<file path="config.mk">
export PLATFORM = sky130hd
export DESIGN_NAME = queued_beep_tone_controller
export DESIGN_NICKNAME = d
export VERILOG_FILES = /design/src/qbtc_pkg.sv /design/src/queued_beep_tone_controller.sv /design/src/qbtc_ram.sv /design/src/qbtc_div.sv /design/src/qbtc_datapath.sv /design/src/qbtc_ctrl.sv
export SDC_FILE = /design/constraint.sdc
export NUM_CORES = 1
export LEC_CHECK = 0
export BUFFER_PORTS_ARGS = -buffer_cell sky130_fd_sc_hd__buf_2
export CELL_PAD_IN_SITES_DETAIL_PLACEMENT = 0
export CELL_PAD_IN_SITES_GLOBAL_PLACEMENT = 1
export CORE_MARGIN = 4
export CORE_UTILIZATION = 57
export CTS_CLUSTER_SIZE = 12
export DETAILED_ROUTE_END_ITERATION = 12
export GPL_TIMING_DRIVEN = 0
export PLACE_DENSITY_LB_ADDON = 0.1
export SLEW_MARGIN = 40
export SYNTH_ARGS = -nofsm -noshare
export SYNTH_HDL_FRONTEND = slang
export SYNTH_SLANG_ARGS = --single-unit
export TNS_END_PERCENT = 10
</file>
<file path="constraint.sdc">
create_clock -name aclk -period 7.7 [get_ports aclk]
set_input_delay 0.77 -clock aclk [delete_from_list [all_inputs] [get_ports aclk]]
set_output_delay 0.77 -clock aclk [all_outputs]
set_load 0.01 [all_outputs]
</file>
<file path="src/qbtc_pkg.sv">
// Shared types and constants of the queued beep tone controller.
// No dependencies; every other file of the block but qbtc_ram imports this package.
`default_nettype none

package qbtc_pkg;

    localparam int CFG_IDX_W  = 3;
    localparam int CFG_DATA_W = 28;
    localparam int DUR_W      = 16;
    localparam int FREQ_W     = 16;
    localparam int CNT_W      = 5;
    localparam int TV_W       = 16;
    localparam int CMP_W      = 15;
    localparam int NUM_W      = 28;
    localparam int DEN_W      = 16;
    localparam int ENTRY_W    = DUR_W + FREQ_W;

    localparam logic              RST_BUZZER_KIND = 1'b0;
    localparam logic [DUR_W-1:0]  RST_DEF_DUR     = 16'd200;
    localparam logic [FREQ_W-1:0] RST_DEF_FREQ    = 16'd1000;
    localparam logic [CNT_W-1:0]  RST_QUEUE_LIMIT = 5'd10;
    localparam logic [NUM_W-1:0]  RST_CLOCK_HZ    = 28'd100000000;

    localparam logic MODE_REQUEST = 1'b0;
    localparam logic KIND_PASSIVE = 1'b1;

    typedef enum logic [CFG_IDX_W-1:0] {
        REG_BUZZER_KIND  = 3'd0,
        REG_DEF_DURATION = 3'd1,
        REG_DEF_FREQ     = 3'd2,
        REG_QUEUE_LIMIT  = 3'd3,
        REG_TIMER_CLOCK  = 3'd4
    } qbtc_reg_t;

    typedef struct packed {
        logic capture;
        logic decide;
        logic pop_load;
        logic div_start;
        logic div_sel;
        logic take_q;
        logic load_timer;
        logic set_ferr;
        logic load_out;
    } qbtc_cmd_t;

    typedef struct packed {
        logic start_tone;
        logic pop;
        logic passive;
        logic freq_zero;
        logic div_done;
    } qbtc_status_t;

endpackage

`default_nettype wire

</file>
<file path="src/queued_beep_tone_controller.sv">
// Top level of the queued beep tone controller.
// Depends on qbtc_pkg, qbtc_ctrl and qbtc_datapath.
//
// Usage:
//   s_ channel: one item per transfer, s_mode 0 is a beep request
//   (s_duration_ms, s_freq_hz, zero selects the configured default), s_mode 1
//   is a one-millisecond tick. Every item gives exactly one m_ transfer with
//   the tone state, timer values, drop and frequency error flags and the
//   number of queued beeps after that item.
//   cfg_ channel: register writes by index (0 buzzer kind, 1 default
//   duration, 2 default frequency, 3 queue limit, 4 timer clock), always
//   ready; write only while no item is in flight.
//   Sequence: an item passes S_DECIDE and S_FINISH; a tick that starts a queued
//   beep adds S_POP, and a passive tone with a nonzero frequency adds the two
//   28-step divisions of the shared restoring divider.
//   Throughput: one item in flight; s_ready rises again once the result is
//   in the output register. A stalled m_ channel holds the result; the next
//   finished item waits in the controller until the output register frees.
//   Reset: defaults restored, queue empty, tone silent, timer values zero.
`default_nettype none

module queued_beep_tone_controller #(
    parameter int QUEUE_DEPTH = 16
) (
    input  wire logic                            aclk,
    input  wire logic                            aresetn,
    input  wire logic                            cfg_valid,
    output logic                                 cfg_ready,
    input  wire logic [qbtc_pkg::CFG_IDX_W-1:0]  cfg_index,
    input  wire logic [qbtc_pkg::CFG_DATA_W-1:0] cfg_data,
    input  wire logic                            s_valid,
    output logic                                 s_ready,
    input  wire logic                            s_mode,
    input  wire logic [qbtc_pkg::DUR_W-1:0]      s_duration_ms,
    input  wire logic [qbtc_pkg::FREQ_W-1:0]     s_freq_hz,
    output logic                                 m_valid,
    input  wire logic                            m_ready,
    output logic                                 m_tone_on,
    output logic      [qbtc_pkg::TV_W-1:0]       m_prescale_value,
    output logic      [qbtc_pkg::TV_W-1:0]       m_reload_value,
    output logic      [qbtc_pkg::CMP_W-1:0]      m_compare_value,
    output logic                                 m_request_dropped,
    output logic                                 m_freq_error,
    output logic      [qbtc_pkg::CNT_W-1:0]      m_pending_count
);
    import qbtc_pkg::*;

    qbtc_cmd_t    cmd;
    qbtc_status_t st;

    assign cfg_ready = 1'b1;

    qbtc_ctrl u_ctrl (
        .aclk    (aclk),
        .aresetn (aresetn),
        .s_valid (s_valid),
        .s_ready (s_ready),
        .m_valid (m_valid),
        .m_ready (m_ready),
        .st      (st),
        .cmd     (cmd)
    );

    qbtc_datapath #(
        .QUEUE_DEPTH (QUEUE_DEPTH)
    ) u_datapath (
        .aclk              (aclk),
        .aresetn           (aresetn),
        .cfg_write         (cfg_valid && cfg_ready),
        .cfg_index         (cfg_index),
        .cfg_data          (cfg_data),
        .s_mode            (s_mode),
        .s_duration_ms     (s_duration_ms),
        .s_freq_hz         (s_freq_hz),
        .cmd               (cmd),
        .st                (st),
        .m_tone_on         (m_tone_on),
        .m_prescale_value  (m_prescale_value),
        .m_reload_value    (m_reload_value),
        .m_compare_value   (m_compare_value),
        .m_request_dropped (m_request_dropped),
        .m_freq_error      (m_freq_error),
        .m_pending_count   (m_pending_count)
    );

endmodule

`default_nettype wire

</file>
<file path="src/qbtc_ram.sv">
// Generic single-port-write, single-port-read RAM with registered read data.
// No dependencies.
`default_nettype none

module qbtc_ram #(
    parameter int WIDTH = 32,
    parameter int DEPTH = 16
) (
    input  wire logic                                     aclk,
    input  wire logic                                     wr_en,
    input  wire logic [(DEPTH > 1 ? $clog2(DEPTH) : 1)-1:0] wr_addr,
    input  wire logic [WIDTH-1:0]                         wr_data,
    input  wire logic                                     rd_en,
    input  wire logic [(DEPTH > 1 ? $clog2(DEPTH) : 1)-1:0] rd_addr,
    output logic      [WIDTH-1:0]                         rd_data
);

    logic [WIDTH-1:0] mem [DEPTH];

    always_ff @(posedge aclk) begin
        if (wr_en) begin
            mem[wr_addr] <= wr_data;
        end
        if (rd_en) begin
            rd_data <= mem[rd_addr];
        end
    end

endmodule

`default_nettype wire

</file>
<file path="src/qbtc_div.sv">
// Restoring divider, one quotient bit per cycle, for the tone timer values.
// Depends on qbtc_pkg for operand widths.
`default_nettype none

module qbtc_div (
    input  wire logic                       aclk,
    input  wire logic                       aresetn,
    input  wire logic                       start,
    input  wire logic [qbtc_pkg::NUM_W-1:0] num,
    input  wire logic [qbtc_pkg::DEN_W-1:0] den,
    output logic                            done,
    output logic      [qbtc_pkg::NUM_W-1:0] quot
);
    import qbtc_pkg::*;

    localparam int STEP_W = $clog2(NUM_W);
    localparam logic [STEP_W-1:0] LAST_STEP = STEP_W'(NUM_W - 1);

    logic              busy_reg;
    logic              done_reg;
    logic [STEP_W-1:0] step_reg;
    logic [DEN_W-1:0]  rem_reg;
    logic [DEN_W-1:0]  den_reg;
    logic [NUM_W-1:0]  quo_reg;
    logic [DEN_W:0]    trial;
    logic              ge;
    logic [DEN_W:0]    diff;

    assign trial = {rem_reg, quo_reg[NUM_W-1]};
    assign ge    = trial >= {1'b0, den_reg};
    assign diff  = trial - {1'b0, den_reg};

    always_ff @(posedge aclk) begin
        if (!aresetn) begin
            busy_reg <= 1'b0;
            done_reg <= 1'b0;
        end else begin
            done_reg <= 1'b0;
            if (start) begin
                busy_reg <= 1'b1;
            end else if (busy_reg && step_reg == LAST_STEP) begin
                busy_reg <= 1'b0;
                done_reg <= 1'b1;
            end
        end
    end

    always_ff @(posedge aclk) begin
        if (start) begin
            step_reg <= '0;
            rem_reg  <= '0;
            quo_reg  <= num;
            den_reg  <= den;
        end else if (busy_reg) begin
            step_reg <= step_reg + 1'b1;
            rem_reg  <= ge ? diff[DEN_W-1:0] : trial[DEN_W-1:0];
            quo_reg  <= {quo_reg[NUM_W-2:0], ge};
        end
    end

    assign done = done_reg;
    assign quot = quo_reg;

endmodule

`default_nettype wire

</file>
<file path="src/qbtc_datapath.sv">
// Datapath: configuration registers, beep queue, countdown and timer values.
// Depends on qbtc_pkg, qbtc_ram and qbtc_div; driven by qbtc_ctrl commands.
`default_nettype none

module qbtc_datapath #(
    parameter int QUEUE_DEPTH = 16
) (
    input  wire logic                            aclk,
    input  wire logic                            aresetn,
    input  wire logic                            cfg_write,
    input  wire logic [qbtc_pkg::CFG_IDX_W-1:0]  cfg_index,
    input  wire logic [qbtc_pkg::CFG_DATA_W-1:0] cfg_data,
    input  wire logic                            s_mode,
    input  wire logic [qbtc_pkg::DUR_W-1:0]      s_duration_ms,
    input  wire logic [qbtc_pkg::FREQ_W-1:0]     s_freq_hz,
    input  wire qbtc_pkg::qbtc_cmd_t             cmd,
    output qbtc_pkg::qbtc_status_t               st,
    output logic                                 m_tone_on,
    output logic      [qbtc_pkg::TV_W-1:0]       m_prescale_value,
    output logic      [qbtc_pkg::TV_W-1:0]       m_reload_value,
    output logic      [qbtc_pkg::CMP_W-1:0]      m_compare_value,
    output logic                                 m_request_dropped,
    output logic                                 m_freq_error,
    output logic      [qbtc_pkg::CNT_W-1:0]      m_pending_count
);
    import qbtc_pkg::*;

    localparam int AW = (QUEUE_DEPTH > 1) ? $clog2(QUEUE_DEPTH) : 1;
    localparam logic [AW-1:0] LAST_SLOT = AW'(QUEUE_DEPTH - 1);
    localparam logic [8:0]    DEPTH_CAP = 9'(QUEUE_DEPTH);

    logic              kind_reg;
    logic [DUR_W-1:0]  def_dur_reg;
    logic [FREQ_W-1:0] def_freq_reg;
    logic [CNT_W-1:0]  limit_reg;
    logic [NUM_W-1:0]  clock_hz_reg;

    logic              mode_reg;
    logic [DUR_W-1:0]  dur_reg;
    logic [FREQ_W-1:0] freq_reg;
    logic [NUM_W-1:0]  q_reg;

    logic [AW-1:0]     wr_ptr_reg;
    logic [AW-1:0]     rd_ptr_reg;
    logic [CNT_W-1:0]  waiting_reg;
    logic [DUR_W-1:0]  remaining_reg;
    logic              sounding_reg;
    logic [TV_W-1:0]   prescale_reg;
    logic [TV_W-1:0]   reload_reg;
    logic [CMP_W-1:0]  compare_reg;
    logic              dropped_reg;
    logic              ferr_reg;

    logic              is_req;
    logic              room;
    logic              req_start;
    logic              req_push;
    logic              req_drop;
    logic              tick_act;
    logic [DUR_W-1:0]  rem_dec;
    logic              tick_end;
    logic              tick_pop;

    logic [ENTRY_W-1:0] rd_data;
    logic [NUM_W-1:0]   div_num;
    logic [DEN_W-1:0]   div_den;
    logic [DEN_W-1:0]   prescaler;
    logic               div_done;
    logic [NUM_W-1:0]   div_quot;
    logic [TV_W-1:0]    period_m1;

    assign is_req    = mode_reg == MODE_REQUEST;
    assign room      = ({4'b0, waiting_reg} < DEPTH_CAP) && (waiting_reg < limit_reg);
    assign req_start = is_req && !sounding_reg;
    assign req_push  = is_req && sounding_reg && room;
    assign req_drop  = is_req && sounding_reg && !room;
    assign tick_act  = !is_req && sounding_reg;
    assign rem_dec   = (remaining_reg != '0) ? remaining_reg - 1'b1 : remaining_reg;
    assign tick_end  = tick_act && rem_dec == '0;
    assign tick_pop  = tick_end && waiting_reg != '0;

    assign prescaler = DEN_W'({4'b0, q_reg[NUM_W-1:16]}) + 1'b1;
    assign div_num   = cmd.div_sel ? q_reg : clock_hz_reg;
    assign div_den   = cmd.div_sel ? prescaler : freq_reg;
    assign period_m1 = div_quot[TV_W-1:0] - 1'b1;

    assign st.start_tone = req_start;
    assign st.pop        = tick_pop;
    assign st.passive    = kind_reg == KIND_PASSIVE;
    assign st.freq_zero  = freq_reg == '0;
    assign st.div_done   = div_done;

    qbtc_ram #(
        .WIDTH (ENTRY_W),
        .DEPTH (QUEUE_DEPTH)
    ) u_queue (
        .aclk    (aclk),
        .wr_en   (cmd.decide && req_push),
        .wr_addr (wr_ptr_reg),
        .wr_data ({dur_reg, freq_reg}),
        .rd_en   (cmd.decide && tick_pop),
        .rd_addr (rd_ptr_reg),
        .rd_data (rd_data)
    );

    qbtc_div u_div (
        .aclk    (aclk),
        .aresetn (aresetn),
        .start   (cmd.div_start),
        .num     (div_num),
        .den     (div_den),
        .done    (div_done),
        .quot    (div_quot)
    );

    always_ff @(posedge aclk) begin
        if (!aresetn) begin
            kind_reg      <= RST_BUZZER_KIND;
            def_dur_reg   <= RST_DEF_DUR;
            def_freq_reg  <= RST_DEF_FREQ;
            limit_reg     <= RST_QUEUE_LIMIT;
            clock_hz_reg  <= RST_CLOCK_HZ;
            wr_ptr_reg    <= '0;
            rd_ptr_reg    <= '0;
            waiting_reg   <= '0;
            remaining_reg <= '0;
            sounding_reg  <= 1'b0;
            prescale_reg  <= '0;
            reload_reg    <= '0;
            compare_reg   <= '0;
            dropped_reg   <= 1'b0;
            ferr_reg      <= 1'b0;
        end else begin
            if (cfg_write) begin
                case (cfg_index)
                    REG_BUZZER_KIND:  kind_reg     <= cfg_data[0];
                    REG_DEF_DURATION: def_dur_reg  <= cfg_data[DUR_W-1:0];
                    REG_DEF_FREQ:     def_freq_reg <= cfg_data[FREQ_W-1:0];
                    REG_QUEUE_LIMIT:  limit_reg    <= cfg_data[CNT_W-1:0];
                    REG_TIMER_CLOCK:  clock_hz_reg <= cfg_data[NUM_W-1:0];
                    default: ;
                endcase
            end
            if (cmd.capture) begin
                dropped_reg <= 1'b0;
                ferr_reg    <= 1'b0;
            end
            if (cmd.decide) begin
                if (req_start) begin
                    sounding_reg  <= 1'b1;
                    remaining_reg <= dur_reg;
                end
                if (req_push) begin
                    wr_ptr_reg  <= (wr_ptr_reg == LAST_SLOT) ? '0 : wr_ptr_reg + 1'b1;
                    waiting_reg <= waiting_reg + 1'b1;
                end
                if (req_drop) begin
                    dropped_reg <= 1'b1;
                end
                if (tick_act) begin
                    remaining_reg <= rem_dec;
                end
                if (tick_end) begin
                    sounding_reg <= 1'b0;
                    if (kind_reg == KIND_PASSIVE) begin
                        compare_reg <= '0;
                    end
                end
                if (tick_pop) begin
                    rd_ptr_reg  <= (rd_ptr_reg == LAST_SLOT) ? '0 : rd_ptr_reg + 1'b1;
                    waiting_reg <= waiting_reg - 1'b1;
                end
            end
            if (cmd.pop_load) begin
                sounding_reg  <= 1'b1;
                remaining_reg <= rd_data[ENTRY_W-1:FREQ_W];
            end
            if (cmd.set_ferr) begin
                ferr_reg <= 1'b1;
            end
            if (cmd.load_timer) begin
                if (div_quot == '0) begin
                    ferr_reg <= 1'b1;
                end else begin
                    prescale_reg <= TV_W'(q_reg[NUM_W-1:16]);
                    reload_reg   <= period_m1;
                    compare_reg  <= period_m1[TV_W-1:1];
                end
            end
        end
    end

    always_ff @(posedge aclk) begin
        if (cmd.capture) begin
            mode_reg <= s_mode;
            dur_reg  <= (s_duration_ms == '0) ? def_dur_reg : s_duration_ms;
            freq_reg <= (s_freq_hz == '0) ? def_freq_reg : s_freq_hz;
        end
        if (cmd.pop_load) begin
            freq_reg <= rd_data[FREQ_W-1:0];
        end
        if (cmd.take_q) begin
            q_reg <= div_quot;
        end
        if (cmd.load_out) begin
            m_tone_on         <= sounding_reg;
            m_prescale_value  <= prescale_reg;
            m_reload_value    <= reload_reg;
            m_compare_value   <= compare_reg;
            m_request_dropped <= dropped_reg;
            m_freq_error      <= ferr_reg;
            m_pending_count   <= waiting_reg;
        end
    end

endmodule

`default_nettype wire

</file>
<file path="src/qbtc_ctrl.sv">
// Controller: sequences one item through decode, the queue read and two divisions when
// needed, and the output register. Depends on qbtc_pkg.
`default_nettype none

module qbtc_ctrl (
    input  wire logic                  aclk,
    input  wire logic                  aresetn,
    input  wire logic                  s_valid,
    output logic                       s_ready,
    output logic                       m_valid,
    input  wire logic                  m_ready,
    input  wire qbtc_pkg::qbtc_status_t st,
    output qbtc_pkg::qbtc_cmd_t        cmd
);
    import qbtc_pkg::*;

    typedef enum logic [2:0] {
        S_IDLE,
        S_DECIDE,
        S_POP,
        S_TONE,
        S_DIV_Q,
        S_DIV_P_GO,
        S_DIV_P,
        S_FINISH
    } state_t;

    state_t state_reg;
    state_t state_next;
    logic   m_valid_reg;
    logic   m_valid_next;

    always_comb begin
        cmd        = '0;
        state_next = state_reg;
        case (state_reg)
            S_IDLE: begin
                cmd.capture = s_valid;
                if (s_valid) begin
                    state_next = S_DECIDE;
                end
            end
            S_DECIDE: begin
                cmd.decide = 1'b1;
                if (st.start_tone && st.passive) begin
                    state_next = S_TONE;
                end else if (st.pop) begin
                    state_next = S_POP;
                end else begin
                    state_next = S_FINISH;
                end
            end
            S_POP: begin
                cmd.pop_load = 1'b1;
                state_next   = st.passive ? S_TONE : S_FINISH;
            end
            S_TONE: begin
                if (st.freq_zero) begin
                    cmd.set_ferr = 1'b1;
                    state_next   = S_FINISH;
                end else begin
                    cmd.div_start = 1'b1;
                    state_next    = S_DIV_Q;
                end
            end
            S_DIV_Q: begin
                cmd.take_q = st.div_done;
                if (st.div_done) begin
                    state_next = S_DIV_P_GO;
                end
            end
            S_DIV_P_GO: begin
                cmd.div_start = 1'b1;
                cmd.div_sel   = 1'b1;
                state_next    = S_DIV_P;
            end
            S_DIV_P: begin
                cmd.div_sel    = 1'b1;
                cmd.load_timer = st.div_done;
                if (st.div_done) begin
                    state_next = S_FINISH;
                end
            end
            S_FINISH: begin
                cmd.load_out = !m_valid_reg || m_ready;
                if (cmd.load_out) begin
                    state_next = S_IDLE;
                end
            end
            default: begin
                state_next = S_IDLE;
            end
        endcase
    end

    always_comb begin
        if (cmd.load_out) begin
            m_valid_next = 1'b1;
        end else if (m_ready) begin
            m_valid_next = 1'b0;
        end else begin
            m_valid_next = m_valid_reg;
        end
    end

    always_ff @(posedge aclk) begin
        if (!aresetn) begin
            state_reg   <= S_IDLE;
            m_valid_reg <= 1'b0;
        end else begin
            state_reg   <= state_next;
            m_valid_reg <= m_valid_next;
        end
    end

    assign s_ready = state_reg == S_IDLE;
    assign m_valid = m_valid_reg;

endmodule

`default_nettype wire

</file>
== Word level (Yosys, flattened, before mapping) ==
Memories as Yosys holds them, arrays and structs flattened. A register that Yosys moved wholly into a read port is not among the register bits.
Index checks and enable logic that the tools add are counted.

* Flip-flop bits (word level): 324
* Latch bits: 0
* Bits in writable memories: 512
* Memory bits (read-only): 0
* Input bits: 69
* Output and inout bits: 58
* Logic and storage cells: 176
* Memories: 1

* Add/subtract/negate cells: 9
* $mul: 0
* Div/mod/pow operators: 0
* Magnitude comparators: 3
* Eq/ne operators: 18
* Shift operators: 0
* Mux-type cells: 61
* Bitwise gates (word level): 3
* Reductions and logical operators: 47

{| class="wikitable"
|+ Memories
! name !! words !! bits a word !! read ports !! clocked after memory_dff !! write ports !! RTL line !! RTL
|-
| u_datapath.u_queue.mem || 16 || 32 || 1 || 1 || 1 || qbtc_ram.sv:18 || <nowiki>logic [WIDTH-1:0] mem [DEPTH];</nowiki>
|}

{| class="wikitable"
|+ Operator list
! kind !! number
|-
| 2-to-1 mux 16 bit || 11
|-
| 2-to-1 mux 28 bit || 3
|-
| 2-to-1 mux 15 bit || 5
|-
| logical NOT 16 bit || 4
|-
| subtractor 16 x 1 -> 16 bit (second input constant) || 2
|-
| logical NOT 28 bit || 1
|-
| 2-to-1 mux 1 bit || 28
|-
| case mux 3 bit (8 select lines) || 1
|-
| AND reduction 2 bit || 11
|-
| 2-to-1 mux 3 bit || 7
|-
| greater-or-equal comparator 17 x 16 -> 1 bit || 1
|-
| nonzero test 16 bit || 1
|-
| subtractor 16 bit || 1
|-
| == test 3 bit (second input constant) || 5
|-
| adder 12 x 1 -> 13 bit (second input constant) || 1
|-
| == test 3 x 2 -> 1 bit (second input constant) || 4
|-
| logical AND 1 bit || 12
|-
| nonzero test 2 bit || 6
|-
| adder 5 x 1 -> 5 bit (second input constant) || 2
|-
| 2-to-1 mux 5 bit || 2
|-
| adder 4 x 1 -> 4 bit (second input constant) || 2
|-
| == test 4 bit (second input constant) || 2
|-
| 2-to-1 mux 4 bit || 2
|-
| == test 3 x 1 -> 1 bit (second input constant) || 2
|-
| other kinds (16) || 25
|}

== Longest topological paths before layout ==
* Depth after elaboration: 8
* Gate-level depth with buffers: 16

== Cells and area by module ==
From an unflattened synthesis, not the netlist that was laid out.

* Cells, all modules: 2288
* Area, all modules: 35112.4 µm²

{| class="wikitable"
|+ By module, submodules not included
! module !! times used !! cells each !! area an instance (µm²) !! seq. area each (µm²)
|-
| qbtc_ram || 1 || 838 || 20155.6 || 16335.7
|-
| qbtc_datapath || 1 || 1064 || 10865.4 || 6185.9
|-
| qbtc_div || 1 || 336 || 3729.8 || 1781.7
|-
| qbtc_ctrl || 1 || 48 || 350.3 || 80.1
|-
| queued_beep_tone_controller || 1 || 2 || 11.3 || 0.0
|}

== Worst setup path after synthesis ==
No wires, ideal clock.

* Path type: reg-to-reg
* Start: register u_datapath.waiting_reg[1]
* End: memory u_datapath.u_queue.mem[3][0], enable pin
* Data arrival time: 4164 ps
* Data required time: 7239 ps
* Setup slack: 3075 ps
* Stages on the path, launching flop included: 8
* Buffers on the path: 0
* Period minus slack after synthesis: 4625 ps
* Cells stage by stage: dfxtp_1 > ha_1 > a21o_1 > a21o_1 > a21o_1 > a211oi_2 > nand2_1 > nor3_1

* Cells in the longest elaborated chain, start to end: 6
* Elaborated cells on any way between the ends: 7

{| class="wikitable"
|+ Ends and longest elaborated chain
! item !! RTL line !! RTL
|-
| from (decl) || qbtc_datapath.sv:45 || <nowiki>logic [CNT_W-1:0] waiting_reg;</nowiki>
|-
| from (signal assigned) || qbtc_datapath.sv:155 || <nowiki>waiting_reg <= waiting_reg + 1'b1;</nowiki>
|-
| from (signal assigned) || qbtc_datapath.sv:171 || <nowiki>waiting_reg <= waiting_reg - 1'b1;</nowiki>
|-
| less-than comparator 5 bit || qbtc_datapath.sv:73 || <nowiki>assign room = ({4'b0, waiting_reg} < DEPTH_CAP) && (waiting_reg < limit_reg);</nowiki>
|-
| logical AND 1 bit * || qbtc_datapath.sv:73 ||
|-
| logical AND 1 bit * || qbtc_datapath.sv:75 || <nowiki>assign req_push = is_req && sounding_reg && room;</nowiki>
|-
| logical AND 1 bit * || qbtc_datapath.sv:98 || <nowiki>.wr_en (cmd.decide && req_push),</nowiki>
|-
| 2-to-1 mux 1 bit * || qbtc_ram.sv:21 || <nowiki>if (wr_en) begin</nowiki>
|-
| 2-to-1 mux 1 bit (implied by the code) * || qbtc_ram.sv:22 || <nowiki>mem[wr_addr] <= wr_data;</nowiki>
|-
| to (decl) || qbtc_ram.sv:18 ||
|}

Mark *: on every way between the ends. The rest lies on a longest branch, timed or not.

== Final worst setup path ==
* Start: register u_datapath.remaining_reg[0]
* End: register u_datapath.waiting_reg[4]

* Cells in the longest elaborated chain, start to end: 7
* Elaborated cells on any way between the ends: 9

{| class="wikitable"
|+ Ends and longest elaborated chain
! item !! RTL line !! RTL
|-
| from (decl) || qbtc_datapath.sv:46 || <nowiki>logic [DUR_W-1:0] remaining_reg;</nowiki>
|-
| from (signal assigned) || qbtc_datapath.sv:151 || <nowiki>remaining_reg <= dur_reg;</nowiki>
|-
| from (signal assigned) || qbtc_datapath.sv:161 || <nowiki>remaining_reg <= rem_dec;</nowiki>
|-
| from (signal assigned) || qbtc_datapath.sv:176 || <nowiki>remaining_reg <= rd_data[ENTRY_W-1:FREQ_W];</nowiki>
|-
| subtractor 16 x 1 -> 16 bit or nonzero test 16 bit (tied branches) || qbtc_datapath.sv:78 || <nowiki>assign rem_dec = (remaining_reg != '0) ? remaining_reg - 1'b1 : remaining_reg;</nowiki>
|-
| 2-to-1 mux 16 bit * || qbtc_datapath.sv:78 ||
|-
| logical NOT 16 bit * || qbtc_datapath.sv:79 || <nowiki>assign tick_end = tick_act && rem_dec == '0;</nowiki>
|-
| logical AND 1 bit * || qbtc_datapath.sv:79 ||
|-
| logical AND 1 bit * || qbtc_datapath.sv:80 || <nowiki>assign tick_pop = tick_end && waiting_reg != '0;</nowiki>
|-
| nonzero test 2 bit (no line) || - ||
|-
| AND reduction 2 bit (no line) || - ||
|}

Marked as above.
A chain may end at the register's enable or synchronous reset.

==> metrics.csv <==
metric;value;unit
ys_seq_area_share;70.41;%
critPathLaunchType;flip-flop;
synth_warnings;0;
gp_congestion;0.9280;
finalMaxSlewViolations;0;
portBuffers;121;
nets;2611;
total_power;11.41;mW
syn_avg_cell_area;15.55;sq um
irDropWorstVdd;215.9;uV
cts_sinks;868;
syn_to_final_growth;15.90;%
skew;0.03084;ns
dp_cells;3197;
layout_min_cycle_time;4.635;ns
yosys-top-cells-count;edfxtp_1 (700), nand2_1 (267), dfxtp_1 (168);
cts_resized;0;
ys_types;71;
synth_area_leaders;edfxtp_1 (61%), mux4_2 (10%), dfxtp_1 (9.7%), nand2_1 (2.9%), a21oi_1 (1.6%);
reg_top3;u_datapath.u_queue.mem (512), u_datapath.u_queue.rd_data (32);
post-cts-setup-buffers;0;
final_core_util;66.62;%
fmax;215.7;MHz
die-area;64770;sq um
powerDensity;284.2;nW/um^2
rsz0062_at_grt;false;
drt_iter0_markers;2148;
crit_type;reg -> reg;
hp-class;in -> reg;
grt_pass1_wl;136400;um
die_x;254.5;um
place_ws;3.139;ns
rows;90;
holdWs;0.3545;ns
die_h;254.5;um
antenna_found_initial;1;
setup_slack;3.065;ns
syn_inst;2227;
vias;21030;
path_max_fanout;9;
detail-route-antenna-nets;0;
hold_viol_final;0;
routed_wl;92740;um
required;8.27;ns
cts_hold_buf;0;
setup_viol;0;
fin_cells;3350;
final.period_utilization;60.19;%
clockBufferDepth;3;
regMostFlops;u_datapath.u_queue.mem;
yosysMostFrequentCell;edfxtp_1;
cts_buffers;89;
diodes;0;
initial_core_util;57.48;%
worst_pin_slew;0.9035;ns
grt_overflow;0;
dp_hpwl;64110;um
drc;0;
htree_levels;3;
ios;127;
synth_top_area_share;60.70;%
slew-limit-headroom;39.77;%
ys.flop_type;edfxtp_1;
firstDrtPassIters;7;
cts_tree;built;
core-area;60250;sq um
insertion_delay;0.65;ns
grt_start_max_net_pins;45;
largest_reg_flops;512;
endpoint_kind;flip-flop;
clockRootBuffer;clkbuf_16;
synth-async-reset-ratio;0;%
avgRoutedWirePerCell;27.68;um
max_cap_violations;0;
via_per_inst;6.278;
clk_pin_slew_worst_paths;0.06;ns
leakage;13.70;nW
synth_edf_count;700;
outcome;finished clean;
arrival;5.20;ns
synth_top_area_cell;edfxtp_1;
grt_usage;28.86;%
syn-cell-area;34630;sq um
grt_pass1_vias;20900;
drive_gt1_share;20.83;%
ys_ff_latch;868;
## area by class of cell
cell class	count	area (sq um)
inverters	39	148.9
well taps	782	978.4
repair buffers	187	1593
fillers	4131	20110
clock inverters	23	261.5
flip-flops and latches	868	24380
multi-input cells	1197	9774
clock buffers	128	2467
plain buffers	126	530.5
## where the power goes
group          internal [mW]  total [mW]  switching [mW]
clock network           2.35        4.10            1.74
registers               5.44        5.76           0.321
logic                  0.566        1.55           0.983
## through the flow
step	area [sq um]	TNS, ns
final	40140	0
after global routing	40140	0
after CTS	40110	0
after detailed placement	37380	0
after global placement	36230	-12.15
after floorplan	34640	0
## worst max-delay path, cell delays in order, from the launching register on
cell and delay (ns):
dfxtp_1 0.30, clkbuf_1 0.19, inv_1 0.12, ha_1 0.20, nor3b_1 0.66, nand3_2 0.34, o21ai_0 0.31, nand4_1 0.18
nor3_4 0.50, nand2_1 0.21, inv_1 0.19, ha_1 0.29, a21o_1 0.17, a21o_1 0.18, and3_1 0.19, or4_1 0.40
a21oi_1 0.14
## layout by cell type, fill, tap and decap left out, drive strengths merged, types with 27 or more instances in the layout
master / synthesis / routed
a211oi: 41 / 41
a21o: 30 / 30
a21oi: 110 / 110
buf: 27 / 213
clkbuf: 99 / 228
dfxtp: 168 / 168
edfxtp: 700 / 700
ha: 32 / 32
inv: 38 / 40
mux2i: 43 / 43
mux4: 160 / 160
nand2: 267 / 267
nand3: 40 / 40
nor2: 117 / 117
o21ai: 96 / 96
xnor2: 27 / 27
## cell families (layout without fill, tap and decap cells)
family	count (synthesis)	in the layout	synth area share, %
AOI/OAI and AO/OA	348	348	6.265
xor gates and xnor gates	47	47	1.189
adders and majority gates	34	34	1.272
buffers and inverters	165	503	1.868
DFF	868	868	70.41
muxes	204	204	11.68
other	2	5	0.02169
and+or+nand+nor	559	559	7.298
## metal layers
metal  vias to the layer above  part of all wire, %  track usage (%)  routed length, um
li1                       9137                    -                -                  -
met3                       164                  9.7            6.068               8978
met1                     10640                   39            40.23              36600
met2                      1092                   48            46.61              44540
met4                         0                  2.8            9.201               2623
met5                         -                    0                0                  0
## final timing paths
kind | startpoint | endpoint | slack [ns] | cells after the start
max | u_datapath.remaining_reg[0] | u_datapath.waiting_reg[4] | 3.06 | 16
min reg2reg | u_datapath.prescale_reg[2] | u_datapath.m_prescale_value[2] | 0.43 | 0
min | cfg_data[23] | u_datapath.clock_hz_reg[23] | 0.35 | 3
max reg2reg | u_datapath.remaining_reg[0] | u_datapath.waiting_reg[4] | 3.06 | 16
Power figures use the tool's default switching activity.
